## config.mk

```make
export PLATFORM = sky130hd
export DESIGN_NAME = modbus_rtu_register_slave
export DESIGN_NICKNAME = d
export VERILOG_FILES = /design/src/rtl/mrrs_pkg.sv /design/src/rtl/mrrs_ctrl.sv /design/src/rtl/mrrs_dpath.sv /design/src/rtl/modbus_rtu_register_slave.sv
export VERILOG_INCLUDE_DIRS = /design/src /design/src/rtl
export SDC_FILE = /design/constraint.sdc
export NUM_CORES = 2
export LEC_CHECK = 0
export BUFFER_PORTS_ARGS = -buffer_cell sky130_fd_sc_hd__buf_2
export CORE_UTILIZATION = 63
export CTS_CLUSTER_DIAMETER = 120
export DETAILED_ROUTE_END_ITERATION = 6
export PLACE_DENSITY = 0.81
export SYNTH_ARGS = -nofsm -noshare
export SYNTH_HDL_FRONTEND = slang
export SYNTH_SLANG_ARGS = --single-unit
```

## constraint.sdc

```tcl
create_clock -name aclk -period 7 [get_ports aclk]
set_input_delay 1.75 -clock aclk [delete_from_list [all_inputs] [get_ports aclk]]
set_output_delay 1.75 -clock aclk [all_outputs]
set_load 0.01 [all_outputs]
```

## src/rtl/modbus_rtu_register_slave_assert.svh

```systemverilog
// assertion macros used by the top-level rtl file of the modbus rtu register slave
// no dependencies; include with the bare file name
`ifndef MODBUS_RTU_REGISTER_SLAVE_ASSERT_SVH
`define MODBUS_RTU_REGISTER_SLAVE_ASSERT_SVH

// same-cycle implication, checked while out of reset
`define MRRS_ASSERT_IMPLY(label, clk, rstn, ante, cons) \
    label: assert property (@(posedge clk) disable iff (!rstn) (ante) |-> (cons)) \
        else $error("implication check failed");

// next-cycle implication, checked while out of reset
`define MRRS_ASSERT_NEXT(label, clk, rstn, ante, cons) \
    label: assert property (@(posedge clk) disable iff (!rstn) (ante) |=> (cons)) \
        else $error("next-cycle check failed");

`endif

```

## src/rtl/mrrs_pkg.sv

```systemverilog
// types, constants and functions of the modbus rtu register slave
// no dependencies; used by controller, datapath and top level
package mrrs_pkg;

    localparam int FRAME_LENGTH   = 8;
    localparam int MAP_TABLE_SIZE = 28;
    localparam int MAP_IDX_W      = 5;

    localparam logic [7:0]  FUNC_READ      = 8'h03;
    localparam logic [7:0]  FUNC_WRITE     = 8'h06;
    localparam logic [7:0]  EXC_FLAG       = 8'h80;
    localparam logic [7:0]  EXC_BAD_ADDR   = 8'h02;
    localparam logic [7:0]  EXC_BAD_VALUE  = 8'h03;
    localparam logic [15:0] CRC_INIT       = 16'hFFFF;
    localparam logic [15:0] CRC_POLY       = 16'hA001;

    // register map: address, reset value, writable
    localparam logic [15:0] MAP_ADDR [MAP_TABLE_SIZE] = '{
        16'd20101, 16'd20102, 16'd20103, 16'd20104, 16'd20108, 16'd20109, 16'd20111,
        16'd20112, 16'd20113, 16'd20118, 16'd20119, 16'd10103, 16'd10104, 16'd10105,
        16'd10107, 16'd20125, 16'd20127, 16'd20128, 16'd20132, 16'd20142, 16'd20143,
        16'd20144, 16'd15205, 16'd15206, 16'd15207, 16'd15208, 16'd25212, 16'd25274
    };
    localparam logic [15:0] MAP_INIT [MAP_TABLE_SIZE] = '{
        16'd0, 16'd2300, 16'd5000, 16'd0, 16'd0, 16'd1, 16'd0,
        16'd0, 16'd100, 16'd270, 16'd270, 16'd270, 16'd282, 16'd170,
        16'd300, 16'd600, 16'd170, 16'd300, 16'd600, 16'd0, 16'd0,
        16'd0, 16'd2200, 16'd265, 16'd150, 16'd500, 16'd800, 16'd15
    };
    localparam logic [MAP_TABLE_SIZE-1:0] MAP_WRITABLE = 28'h03F_FFFF;

    typedef enum logic [2:0] {
        ST_IDLE,
        ST_CRC,
        ST_VERIFY,
        ST_SCAN,
        ST_EMIT
    } state_t;

    typedef enum logic [2:0] {
        OP_NONE,
        OP_LOAD,
        OP_CRC,
        OP_DROP,
        OP_CLEAR,
        OP_DECODE,
        OP_SCAN,
        OP_EMIT
    } op_t;

    typedef struct packed {
        logic fill_last;
        logic crc_last;
        logic frame_ok;
        logic addr_ok;
        logic need_scan;
        logic scan_miss;
        logic scan_last;
        logic emit_final;
        logic emit_stall;
        logic [3:0] fill;
    } dp_status_t;

    typedef struct packed {
        logic                 hit;
        logic                 writable;
        logic [MAP_IDX_W-1:0] idx;
    } lookup_t;

    // one byte of crc-16, reflected polynomial
    function automatic logic [15:0] crc_byte(input logic [15:0] crc, input logic [7:0] b);
        logic [15:0] c;
        c = crc ^ {8'h00, b};
        for (int k = 0; k < 8; k++) begin
            c = c[0] ? ((c >> 1) ^ CRC_POLY) : (c >> 1);
        end
        return c;
    endfunction

    // first map entry below used whose address matches
    function automatic lookup_t map_lookup(input logic [15:0] addr, input int used);
        lookup_t r;
        r = '0;
        for (int i = MAP_TABLE_SIZE - 1; i >= 0; i--) begin
            if (i < used && MAP_ADDR[i] == addr) begin
                r.hit      = 1'b1;
                r.writable = MAP_WRITABLE[i];
                r.idx      = MAP_IDX_W'(i);
            end
        end
        return r;
    endfunction

endpackage

```

## src/rtl/mrrs_ctrl.sv

```systemverilog
// controller state machine of the modbus rtu register slave
// depends on mrrs_pkg; drives datapath operations from status
module mrrs_ctrl (
    input  logic                aclk,
    input  logic                aresetn,
    input  logic                in_valid,
    output logic                in_ready,
    input  mrrs_pkg::dp_status_t status,
    output mrrs_pkg::op_t        op
);

    mrrs_pkg::state_t state_reg, state_next;

    // state register
    always_ff @(posedge aclk) begin
        if (!aresetn) begin
            state_reg <= mrrs_pkg::ST_IDLE;
        end else begin
            state_reg <= state_next;
        end
    end

    // next state and operation
    always_comb begin
        state_next = state_reg;
        op         = mrrs_pkg::OP_NONE;
        in_ready   = 1'b0;
        case (state_reg)
            mrrs_pkg::ST_IDLE: begin
                in_ready = 1'b1;
                if (in_valid) begin
                    op = mrrs_pkg::OP_LOAD;
                    if (status.fill_last) state_next = mrrs_pkg::ST_CRC;
                end
            end
            mrrs_pkg::ST_CRC: begin
                op = mrrs_pkg::OP_CRC;
                if (status.crc_last) state_next = mrrs_pkg::ST_VERIFY;
            end
            mrrs_pkg::ST_VERIFY: begin
                if (!status.frame_ok) begin
                    op         = mrrs_pkg::OP_DROP;
                    state_next = mrrs_pkg::ST_IDLE;
                end else if (!status.addr_ok) begin
                    op         = mrrs_pkg::OP_CLEAR;
                    state_next = mrrs_pkg::ST_IDLE;
                end else begin
                    op         = mrrs_pkg::OP_DECODE;
                    state_next = status.need_scan ? mrrs_pkg::ST_SCAN : mrrs_pkg::ST_EMIT;
                end
            end
            mrrs_pkg::ST_SCAN: begin
                op = mrrs_pkg::OP_SCAN;
                if (status.scan_miss || status.scan_last) state_next = mrrs_pkg::ST_EMIT;
            end
            mrrs_pkg::ST_EMIT: begin
                op = mrrs_pkg::OP_EMIT;
                if (status.emit_final && !status.emit_stall) state_next = mrrs_pkg::ST_IDLE;
            end
            default: begin
                state_next = mrrs_pkg::ST_IDLE;
            end
        endcase
    end

endmodule

```

## src/rtl/mrrs_dpath.sv

```systemverilog
// datapath of the modbus rtu register slave: window, crc, register file, output
// depends on mrrs_pkg; operated by mrrs_ctrl
module mrrs_dpath #(
    parameter int USED     = 28,
    parameter int MAX_QTY  = 125
) (
    input  logic                 aclk,
    input  logic                 aresetn,
    input  mrrs_pkg::op_t         op,
    input  logic [7:0]           rx_byte,
    input  logic [7:0]           slave_address,
    output mrrs_pkg::dp_status_t  status,
    output logic                 out_valid,
    input  logic                 out_ready,
    output logic [31:0]          out_tx_bytes,
    output logic [2:0]           out_byte_count,
    output logic                 out_last
);

    localparam int QW    = $clog2(MAX_QTY + 1);
    localparam int IDX_W = (USED > 1) ? $clog2(USED) : 1;

    logic [7:0]  win_reg [mrrs_pkg::FRAME_LENGTH];
    logic [3:0]  fill_reg;
    logic [2:0]  cidx_reg;
    logic [15:0] crc_reg;
    logic [15:0] regs_reg [USED];
    logic        exc_reg;
    logic [7:0]  exc_code_reg;
    logic [15:0] cur_addr_reg;
    logic [QW-1:0] remain_reg;
    logic [7:0]  pos_reg;
    logic [23:0] asm_reg;
    logic [1:0]  asm_cnt_reg;
    logic        out_valid_reg;
    logic [31:0] out_data_reg;
    logic [2:0]  out_cnt_reg;
    logic        out_last_reg;

    logic [7:0]  func;
    logic [15:0] start_addr;
    logic [15:0] qty;
    logic        qty_ok;
    logic        is_read;
    mrrs_pkg::lookup_t lu_cur;
    mrrs_pkg::lookup_t lu_start;
    logic [7:0]  body_len;
    logic [7:0]  tx_byte;
    logic [15:0] cur_value;
    logic        emit_final;
    logic        emit_complete;
    logic        emit_stall;
    logic        out_load;

    // frame fields
    assign func       = win_reg[1];
    assign start_addr = {win_reg[2], win_reg[3]};
    assign qty        = {win_reg[4], win_reg[5]};
    assign is_read    = (func == mrrs_pkg::FUNC_READ);
    assign qty_ok     = (qty != 16'd0) && (qty <= 16'(MAX_QTY));

    // map lookups
    assign lu_cur    = mrrs_pkg::map_lookup(cur_addr_reg, USED);
    assign lu_start  = mrrs_pkg::map_lookup(start_addr, USED);
    assign cur_value = regs_reg[lu_cur.idx[IDX_W-1:0]];

    // response body length without crc
    always_comb begin
        if (exc_reg) begin
            body_len = 8'd3;
        end else if (is_read) begin
            body_len = 8'd3 + {qty[6:0], 1'b0};
        end else begin
            body_len = 8'd6;
        end
    end

    // response byte at current position
    always_comb begin
        tx_byte = 8'h00;
        if (pos_reg == body_len) begin
            tx_byte = crc_reg[7:0];
        end else if (pos_reg == body_len + 8'd1) begin
            tx_byte = crc_reg[15:8];
        end else begin
            case (pos_reg)
                8'd0: tx_byte = win_reg[0];
                8'd1: tx_byte = exc_reg ? (func | mrrs_pkg::EXC_FLAG) : func;
                8'd2: begin
                    if (exc_reg)      tx_byte = exc_code_reg;
                    else if (is_read) tx_byte = {qty[6:0], 1'b0};
                    else              tx_byte = win_reg[2];
                end
                default: begin
                    if (is_read)           tx_byte = pos_reg[0] ? cur_value[15:8] : cur_value[7:0];
                    else if (pos_reg == 8'd3) tx_byte = win_reg[3];
                    else if (pos_reg == 8'd4) tx_byte = win_reg[4];
                    else                   tx_byte = win_reg[5];
                end
            endcase
        end
    end

    assign emit_final    = (pos_reg == body_len + 8'd1);
    assign emit_complete = (asm_cnt_reg == 2'd3) || emit_final;
    assign emit_stall    = emit_complete && out_valid_reg && !out_ready;
    assign out_load      = (op == mrrs_pkg::OP_EMIT) && emit_complete && !emit_stall;

    // status to controller
    always_comb begin
        status.fill_last  = (fill_reg == 4'd7);
        status.crc_last   = (cidx_reg == 3'd5);
        status.frame_ok   = (is_read || func == mrrs_pkg::FUNC_WRITE) &&
                            ({win_reg[7], win_reg[6]} == crc_reg);
        status.addr_ok    = (win_reg[0] == slave_address);
        status.need_scan  = is_read && qty_ok;
        status.scan_miss  = !lu_cur.hit;
        status.scan_last  = (remain_reg == QW'(1));
        status.emit_final = emit_final;
        status.emit_stall = emit_stall;
        status.fill       = fill_reg;
    end

    // output beat valid: set on a new beat, cleared when taken
    always_ff @(posedge aclk) begin
        if (!aresetn) begin
            out_valid_reg <= 1'b0;
        end else if (out_load) begin
            out_valid_reg <= 1'b1;
        end else if (out_ready) begin
            out_valid_reg <= 1'b0;
        end
    end

    // datapath registers
    always_ff @(posedge aclk) begin
        if (!aresetn) begin
            for (int i = 0; i < mrrs_pkg::FRAME_LENGTH; i++) win_reg[i] <= 8'h00;
            for (int i = 0; i < USED; i++) regs_reg[i] <= mrrs_pkg::MAP_INIT[i];
            fill_reg      <= 4'd0;
            cidx_reg      <= 3'd0;
            crc_reg       <= mrrs_pkg::CRC_INIT;
            exc_reg       <= 1'b0;
            exc_code_reg  <= 8'h00;
            cur_addr_reg  <= 16'h0000;
            remain_reg    <= '0;
            pos_reg       <= 8'd0;
            asm_reg       <= 24'h0;
            asm_cnt_reg   <= 2'd0;
            out_data_reg  <= 32'h0;
            out_cnt_reg   <= 3'd0;
            out_last_reg  <= 1'b0;
        end else begin
            case (op)
                mrrs_pkg::OP_LOAD: begin
                    win_reg[fill_reg[2:0]] <= rx_byte;
                    fill_reg <= fill_reg + 4'd1;
                    crc_reg  <= mrrs_pkg::CRC_INIT;
                    cidx_reg <= 3'd0;
                end
                mrrs_pkg::OP_CRC: begin
                    crc_reg  <= mrrs_pkg::crc_byte(crc_reg, win_reg[cidx_reg]);
                    cidx_reg <= cidx_reg + 3'd1;
                end
                mrrs_pkg::OP_DROP: begin
                    for (int i = 0; i < mrrs_pkg::FRAME_LENGTH - 1; i++) begin
                        win_reg[i] <= win_reg[i+1];
                    end
                    win_reg[mrrs_pkg::FRAME_LENGTH-1] <= 8'h00;
                    fill_reg <= 4'd7;
                end
                mrrs_pkg::OP_CLEAR: begin
                    for (int i = 0; i < mrrs_pkg::FRAME_LENGTH; i++) win_reg[i] <= 8'h00;
                    fill_reg <= 4'd0;
                end
                mrrs_pkg::OP_DECODE: begin
                    crc_reg      <= mrrs_pkg::CRC_INIT;
                    pos_reg      <= 8'd0;
                    asm_reg      <= 24'h0;
                    asm_cnt_reg  <= 2'd0;
                    cur_addr_reg <= start_addr;
                    remain_reg   <= qty[QW-1:0];
                    exc_reg      <= 1'b0;
                    if (is_read) begin
                        if (!qty_ok) begin
                            exc_reg      <= 1'b1;
                            exc_code_reg <= mrrs_pkg::EXC_BAD_VALUE;
                        end
                    end else if (!lu_start.hit) begin
                        exc_reg      <= 1'b1;
                        exc_code_reg <= mrrs_pkg::EXC_BAD_ADDR;
                    end else if (!lu_start.writable) begin
                        exc_reg      <= 1'b1;
                        exc_code_reg <= mrrs_pkg::EXC_BAD_VALUE;
                    end else begin
                        regs_reg[lu_start.idx[IDX_W-1:0]] <= qty;
                    end
                end
                mrrs_pkg::OP_SCAN: begin
                    if (!lu_cur.hit) begin
                        exc_reg      <= 1'b1;
                        exc_code_reg <= mrrs_pkg::EXC_BAD_ADDR;
                    end else if (remain_reg == QW'(1)) begin
                        cur_addr_reg <= start_addr;
                    end else begin
                        cur_addr_reg <= cur_addr_reg + 16'd1;
                        remain_reg   <= remain_reg - QW'(1);
                    end
                end
                mrrs_pkg::OP_EMIT: begin
                    if (!emit_stall) begin
                        pos_reg <= pos_reg + 8'd1;
                        if (pos_reg < body_len) crc_reg <= mrrs_pkg::crc_byte(crc_reg, tx_byte);
                        // step register address after each low byte of a read
                        if (is_read && !exc_reg && pos_reg >= 8'd3 && pos_reg < body_len &&
                            !pos_reg[0]) begin
                            cur_addr_reg <= cur_addr_reg + 16'd1;
                        end
                        if (emit_complete) begin
                            out_data_reg  <= {asm_reg, tx_byte};
                            out_cnt_reg   <= {1'b0, asm_cnt_reg} + 3'd1;
                            out_last_reg  <= emit_final;
                            asm_reg       <= 24'h0;
                            asm_cnt_reg   <= 2'd0;
                        end else begin
                            asm_reg     <= {asm_reg[15:0], tx_byte};
                            asm_cnt_reg <= asm_cnt_reg + 2'd1;
                        end
                        if (emit_final) begin
                            for (int i = 0; i < mrrs_pkg::FRAME_LENGTH; i++) win_reg[i] <= 8'h00;
                            fill_reg <= 4'd0;
                        end
                    end
                end
                default: begin
                end
            endcase
        end
    end

    assign out_valid      = out_valid_reg;
    assign out_tx_bytes   = out_data_reg;
    assign out_byte_count = out_cnt_reg;
    assign out_last       = out_last_reg;

endmodule

```

## src/rtl/modbus_rtu_register_slave.sv

```systemverilog
// Modbus RTU holding-register slave: received bytes in, response beats out.
// s_ channel: one received byte per beat (s_tdata[7:0]).
// m_ channel: response beats of up to four bytes, first byte in the top
//   occupied byte; m_tdata carries tx_bytes and byte_count, m_tlast ends a frame.
// APB port: register 0 at byte address 0 holds the slave address (reset 4).
// A byte that does not complete an 8-byte window is stored, and the slave stays ready.
// The eighth byte starts a check: a byte-wide crc over the six header bytes, then a decode step.
// A valid read request then scans its register range, one address per cycle,
//   before the response is sent.
// The response leaves at one byte per cycle while the receiver does not stall,
//   and every four bytes form a beat.
// No byte is taken while a frame is checked or answered; the last beat may
//   still wait in the output register while the next byte is taken.
// A stalled receiver holds the response in place until its beat is taken.
// Reset clears the window, restores register defaults and drops any response.
module modbus_rtu_register_slave #(
    parameter int MAP_ENTRIES       = 28,
    parameter int MAX_READ_QUANTITY = 125
) (
    input  logic        aclk,
    input  logic        aresetn,
    input  logic        s_tvalid,
    output logic        s_tready,
    input  logic [7:0]  s_tdata,   // [7:0] rx_byte
    output logic        m_tvalid,
    input  logic        m_tready,
    output logic [39:0] m_tdata,   // [31:0] tx_bytes, [34:32] byte_count, [39:35] zero
    output logic        m_tlast,
    input  logic        psel,
    input  logic        penable,
    input  logic        pwrite,
    input  logic [2:0]  paddr,
    input  logic [31:0] pwdata,
    output logic [31:0] prdata,
    output logic        pready
);

    `include "modbus_rtu_register_slave_assert.svh"

    localparam int USED = (MAP_ENTRIES < mrrs_pkg::MAP_TABLE_SIZE) ?
                          MAP_ENTRIES : mrrs_pkg::MAP_TABLE_SIZE;
    localparam logic [2:0] ADDR_SLAVE = 3'd0;

    logic [7:0] slave_address_reg;
    mrrs_pkg::op_t        op;
    mrrs_pkg::dp_status_t status;
    logic [31:0] tx_bytes;
    logic [2:0]  byte_count;

    // configuration register
    assign pready = 1'b1;
    always_ff @(posedge aclk) begin
        if (!aresetn) begin
            slave_address_reg <= 8'd4;
        end else if (psel && penable && pwrite && paddr == ADDR_SLAVE) begin
            slave_address_reg <= pwdata[7:0];
        end
    end
    assign prdata = (paddr == ADDR_SLAVE) ? {24'h0, slave_address_reg} : 32'h0;

    // controller
    mrrs_ctrl u_ctrl (
        .aclk     (aclk),
        .aresetn  (aresetn),
        .in_valid (s_tvalid),
        .in_ready (s_tready),
        .status   (status),
        .op       (op)
    );

    // datapath
    mrrs_dpath #(
        .USED    (USED),
        .MAX_QTY (MAX_READ_QUANTITY)
    ) u_dpath (
        .aclk           (aclk),
        .aresetn        (aresetn),
        .op             (op),
        .rx_byte        (s_tdata),
        .slave_address  (slave_address_reg),
        .status         (status),
        .out_valid      (m_tvalid),
        .out_ready      (m_tready),
        .out_tx_bytes   (tx_bytes),
        .out_byte_count (byte_count),
        .out_last       (m_tlast)
    );

    assign m_tdata = {5'b0, byte_count, tx_bytes};

    // checks
    `MRRS_ASSERT_IMPLY(a_beat_count, aclk, aresetn, m_tvalid,
        (byte_count != 3'd0) && (byte_count <= 3'd4))
    `MRRS_ASSERT_IMPLY(a_fill_range, aclk, aresetn, 1'b1, status.fill <= 4'd8)
    `MRRS_ASSERT_IMPLY(a_take_room, aclk, aresetn, s_tvalid && s_tready, status.fill < 4'd8)
    `MRRS_ASSERT_NEXT(a_frame_check, aclk, aresetn,
        s_tvalid && s_tready && status.fill_last, !s_tready)

endmodule

```

==> results.json <==
{
  "dieArea_mm2": 0.05825,
  "dr.pass1.iters": 7,
  "p_total_mw": 9.179,
  "clock.fmax_mhz": 145.9,
  "synth_edf_count": 530,
  "die-height_um": 241.4,
  "layout-drive-gt1-share_pct": 11.41,
  "clockRootBuffer": "clkbuf_16",
  "whs_ns": 0.4517,
  "place_inst": 4250,
  "violations": "max-capacitance violations",
  "clk_pin_slew_worst_paths_ns": 0.06,
  "initial_core_util_pct": 63.89,
  "wire_per_inst_um": 27.15,
  "status": "complete, but fails checks",
  "grt_usage_pct": 40.65,
  "largest_reg_flops": 490,
  "hold_path.class": "reg -> reg",
  "setup_slack_ns": 0.1457,
  "cp-start-kind": "register",
  "die_w_um": 241.4,
  "syn-cell-area_mm2": 0.03609,
  "tns_ns": 0,
  "syn_inst": 3466,
  "crit_start": "u_dpath.cur_addr_reg[5]$_SDFFE_PN0P_",
  "synth_seq_cells": 688,
  "async_flop_share_pct": 0,
  "drtAntennaViolNets": 0,
  "cp.buffers_inverters": 2,
  "ctsLongestPathBuffers": 3,
  "syn_area_per_cell_um2": 10.41,
  "drt_first_iter_violations": 4828,
  "core_mm2": 0.05650,
  "fin_cells": 4385,
  "worst_ep_arrival_time_ns": 7.36,
  "grt_pass1_vias": 27620,
  "critPathMaxFanout": 34,
  "finalSetupViolCount": 0,
  "pin_count": 126,
  "required_ns": 7.50,
  "maxSlewHeadroom_pct": 1.467,
  "ys_top_cells_by_area": "edfxtp_1, dfxtp_1, and3_1",
  "area_growth_pct": 10.74,
  "drc": 0,
  "rrSetupSlack_ns": 0.15,
  "cp_top_family": "compound AO/OA/AOI/OAI gates",
  "ys_warn_count": 0,
  "place.gp.congestion": 1.013,
  "grt_pass1_wl_um": 173000,
  "path_cells": "nand4_1, nor4_1, a21oi_1, o21ai_0, o21a_1, buf_4, nand2_1, o22ai_1, o21ai_1, a2111oi_1, buf_4, nor3_1, or3_1, a21oi_2, xnor3_2, xnor3_1, o32a_1",
  "rows": 87,
  "via_count": 29810,
  "synth_seq_area_share_pct": 52.86,
  "grt_overflow": 0,
  "min_period_ns": 6.854,
  "cpPeakStageDelay_ns": 0.76,
  "post_cts_buffers": 0,
  "grt_max_degree": 64,
  "post-route-period-util_pct": 97.92,
  "portBuffers": 71,
  "cts_tree": "done",
  "cellLeakagePower_nw": 15.20,
  "ir_drop_v": 0.0002347,
  "synthDistinctLibCells": 118,
  "antenna_found_initial": 6,
  "endpoint_kind": "register",
  "hold_viol_final": 0,
  "path_common_cell": "buf_4",
  "pre_cts_ws_ns": 0.6109,
  "drt-total-wl_um": 119000,
  "critPathKind": "reg -> reg",
  "final_nets": 3646,
  "r2r_cells": 17,
  "r2r_end": "u_dpath.crc_reg[0]$_SDFFE_PN1P_",
  "rsz0062_at_grt": "false",
  "ctsHoldBuffers": 0,
  "tightest_slew_ns": 1.474,
  "slew_violations": 0,
  "cts_buffers": 73,
  "endpoint": "u_dpath.crc_reg[0]$_SDFFE_PN1P_",
  "synth_top_area_share_pct": 44.09,
  "h-tree-depth": 3,
  "skew_ns": 0.01807,
  "yosys_most_used_dff": "edfxtp_1",
  "p_per_area_mw_per_mm2": 229.7,
  "synth_top_cell_by_area": "edfxtp_1",
  "hpwl_um": 78950,
  "post_cts_resized": 0,
  "cp_num_cells": 17,
  "clk_latency_ns": 0.63,
  "viasPerCell": 6.797,
  "worstReg2RegStart": "u_dpath.cur_addr_reg[5]$_SDFFE_PN0P_",
  "crit_slowest_cell": "dfxtp_1",
  "cap_violations": 1,
  "cts.sinks": 688
}
-- cell usage in the layout, fill, tap and decap left out, types with 18 or more instances in the layout --
| master | Yosys | final |
|---|---|---|
| o22ai_1 | 18 | 18 |
| nor3_1 | 59 | 57 |
| mux2i_1 | 162 | 162 |
| or3_1 | 18 | 18 |
| xor2_1 | 37 | 37 |
| edfxtp_1 | 530 | 530 |
| nor2_1 | 231 | 223 |
| inv_1 | 36 | 35 |
| dfxtp_1 | 158 | 158 |
| nor4_1 | 31 | 26 |
| nand4_1 | 25 | 25 |
| ha_1 | 27 | 27 |
| o211ai_1 | 30 | 30 |
| conb_1 | 2 | 168 |
| a22oi_1 | 28 | 28 |
| a31oi_1 | 20 | 19 |
| a221oi_1 | 30 | 30 |
| a211oi_1 | 55 | 54 |
| and3_1 | 261 | 261 |
| nand2_1 | 433 | 433 |
| clkbuf_16 | 0 | 76 |
| nand3_1 | 137 | 137 |
| mux2_2 | 18 | 18 |
| a21oi_1 | 143 | 143 |
| xnor2_1 | 33 | 33 |
| buf_2 | 33 | 71 |
| a22o_1 | 45 | 45 |
| o21ai_0 | 92 | 91 |
| and2_1 | 96 | 95 |
| buf_4 | 46 | 118 |
| o21a_1 | 21 | 20 |
| nand2b_1 | 82 | 82 |
-- worst min-delay path, stage by stage, from the launching register on --
cell and delay, ns:
dfxtp_1 0.30, nand2_1 0.05, a21oi_1 0.05
-- metrics by stage --
| stage | util, % | cell area (um2) |
|---|---|---|
| global placement | 66.59 | 37620 |
| finish | 70.75 | 39970 |
| detailed placement | 66.59 | 37620 |
| global route | 70.74 | 39960 |
| floorplan | - | 36720 |
| CTS | 70.74 | 39960 |
-- report_power, final --
part	internal (mW)	leakage (nW)	switching, mW
combinational	0.216	7.63	0.376
sequential	4.59	6.43	0.136
clock	2.20	1.14	1.66
-- synthesized netlist by cell type (all sizes together), types with 33 or more instances --
master and count:
edfxtp 530, nand2 434, and3 261, nor2 233, clkbuf 220, mux2i 164
dfxtp 158, a21oi 147, nand3 137, buf 116, o21ai 103, and2 97
nand2b 82, nor3 60, a211oi 57, a22o 45, xor2 37, inv 36
xnor2 34, nor4 33
-- how the worst min path moves through the flow --
stage / slack (ns) / from / end / cells after the start
after detailed placement: 0.44 / u_dpath.exc_code_reg[1]$_SDFFE_PN0P_ / u_dpath.exc_code_reg[1]$_SDFFE_PN0P_ / 2
after floorplan: 0.43 / u_dpath.exc_code_reg[1]$_SDFFE_PN0P_ / u_dpath.exc_code_reg[1]$_SDFFE_PN0P_ / 2
after global placement: 0.44 / u_dpath.exc_code_reg[1]$_SDFFE_PN0P_ / u_dpath.exc_code_reg[1]$_SDFFE_PN0P_ / 2
after global routing: 0.47 / u_dpath.out_tx_bytes[31]$_SDFFE_PN0P_ / u_dpath.out_tx_bytes[31]$_SDFFE_PN0P_ / 2
final: 0.45 / u_dpath.out_tx_bytes[28]$_SDFFE_PN0P_ / u_dpath.out_tx_bytes[28]$_SDFFE_PN0P_ / 2
after CTS: 0.45 / u_dpath.exc_code_reg[1]$_SDFFE_PN0P_ / u_dpath.exc_code_reg[1]$_SDFFE_PN0P_ / 2
-- layout make-up --
type / instances / area (um2)
antenna: 2 / 5.005
clock buffer: 95 / 1993
clock inverter: 38 / 352.8
fill: 4019 / 16530
inverter: 37 / 141.4
multi-input combinational: 2571 / 16030
sequential: 688 / 19080
tap: 756 / 945.9
timing repair buffer: 198 / 1421
-- cell families after synthesis --
family / share of synthesized area, %
other: 0.02081
and+or+nand+nor: 20.64
xor gates and xnor gates: 1.872
adders and majority gates: 0.9637
buffers and inverters: 4.763
AOI/OAI and AO/OA: 12.48
muxes: 6.396
DFF: 52.86
-- routing by layer --
layer  global-route usage [%]  share of wire (%)
met3                    12.29                 15
met5                        0              0.011
met2                    58.53                 43
met1                    55.23                 37
met4                    21.85                5.9
(Power assumes the default switching activity.)
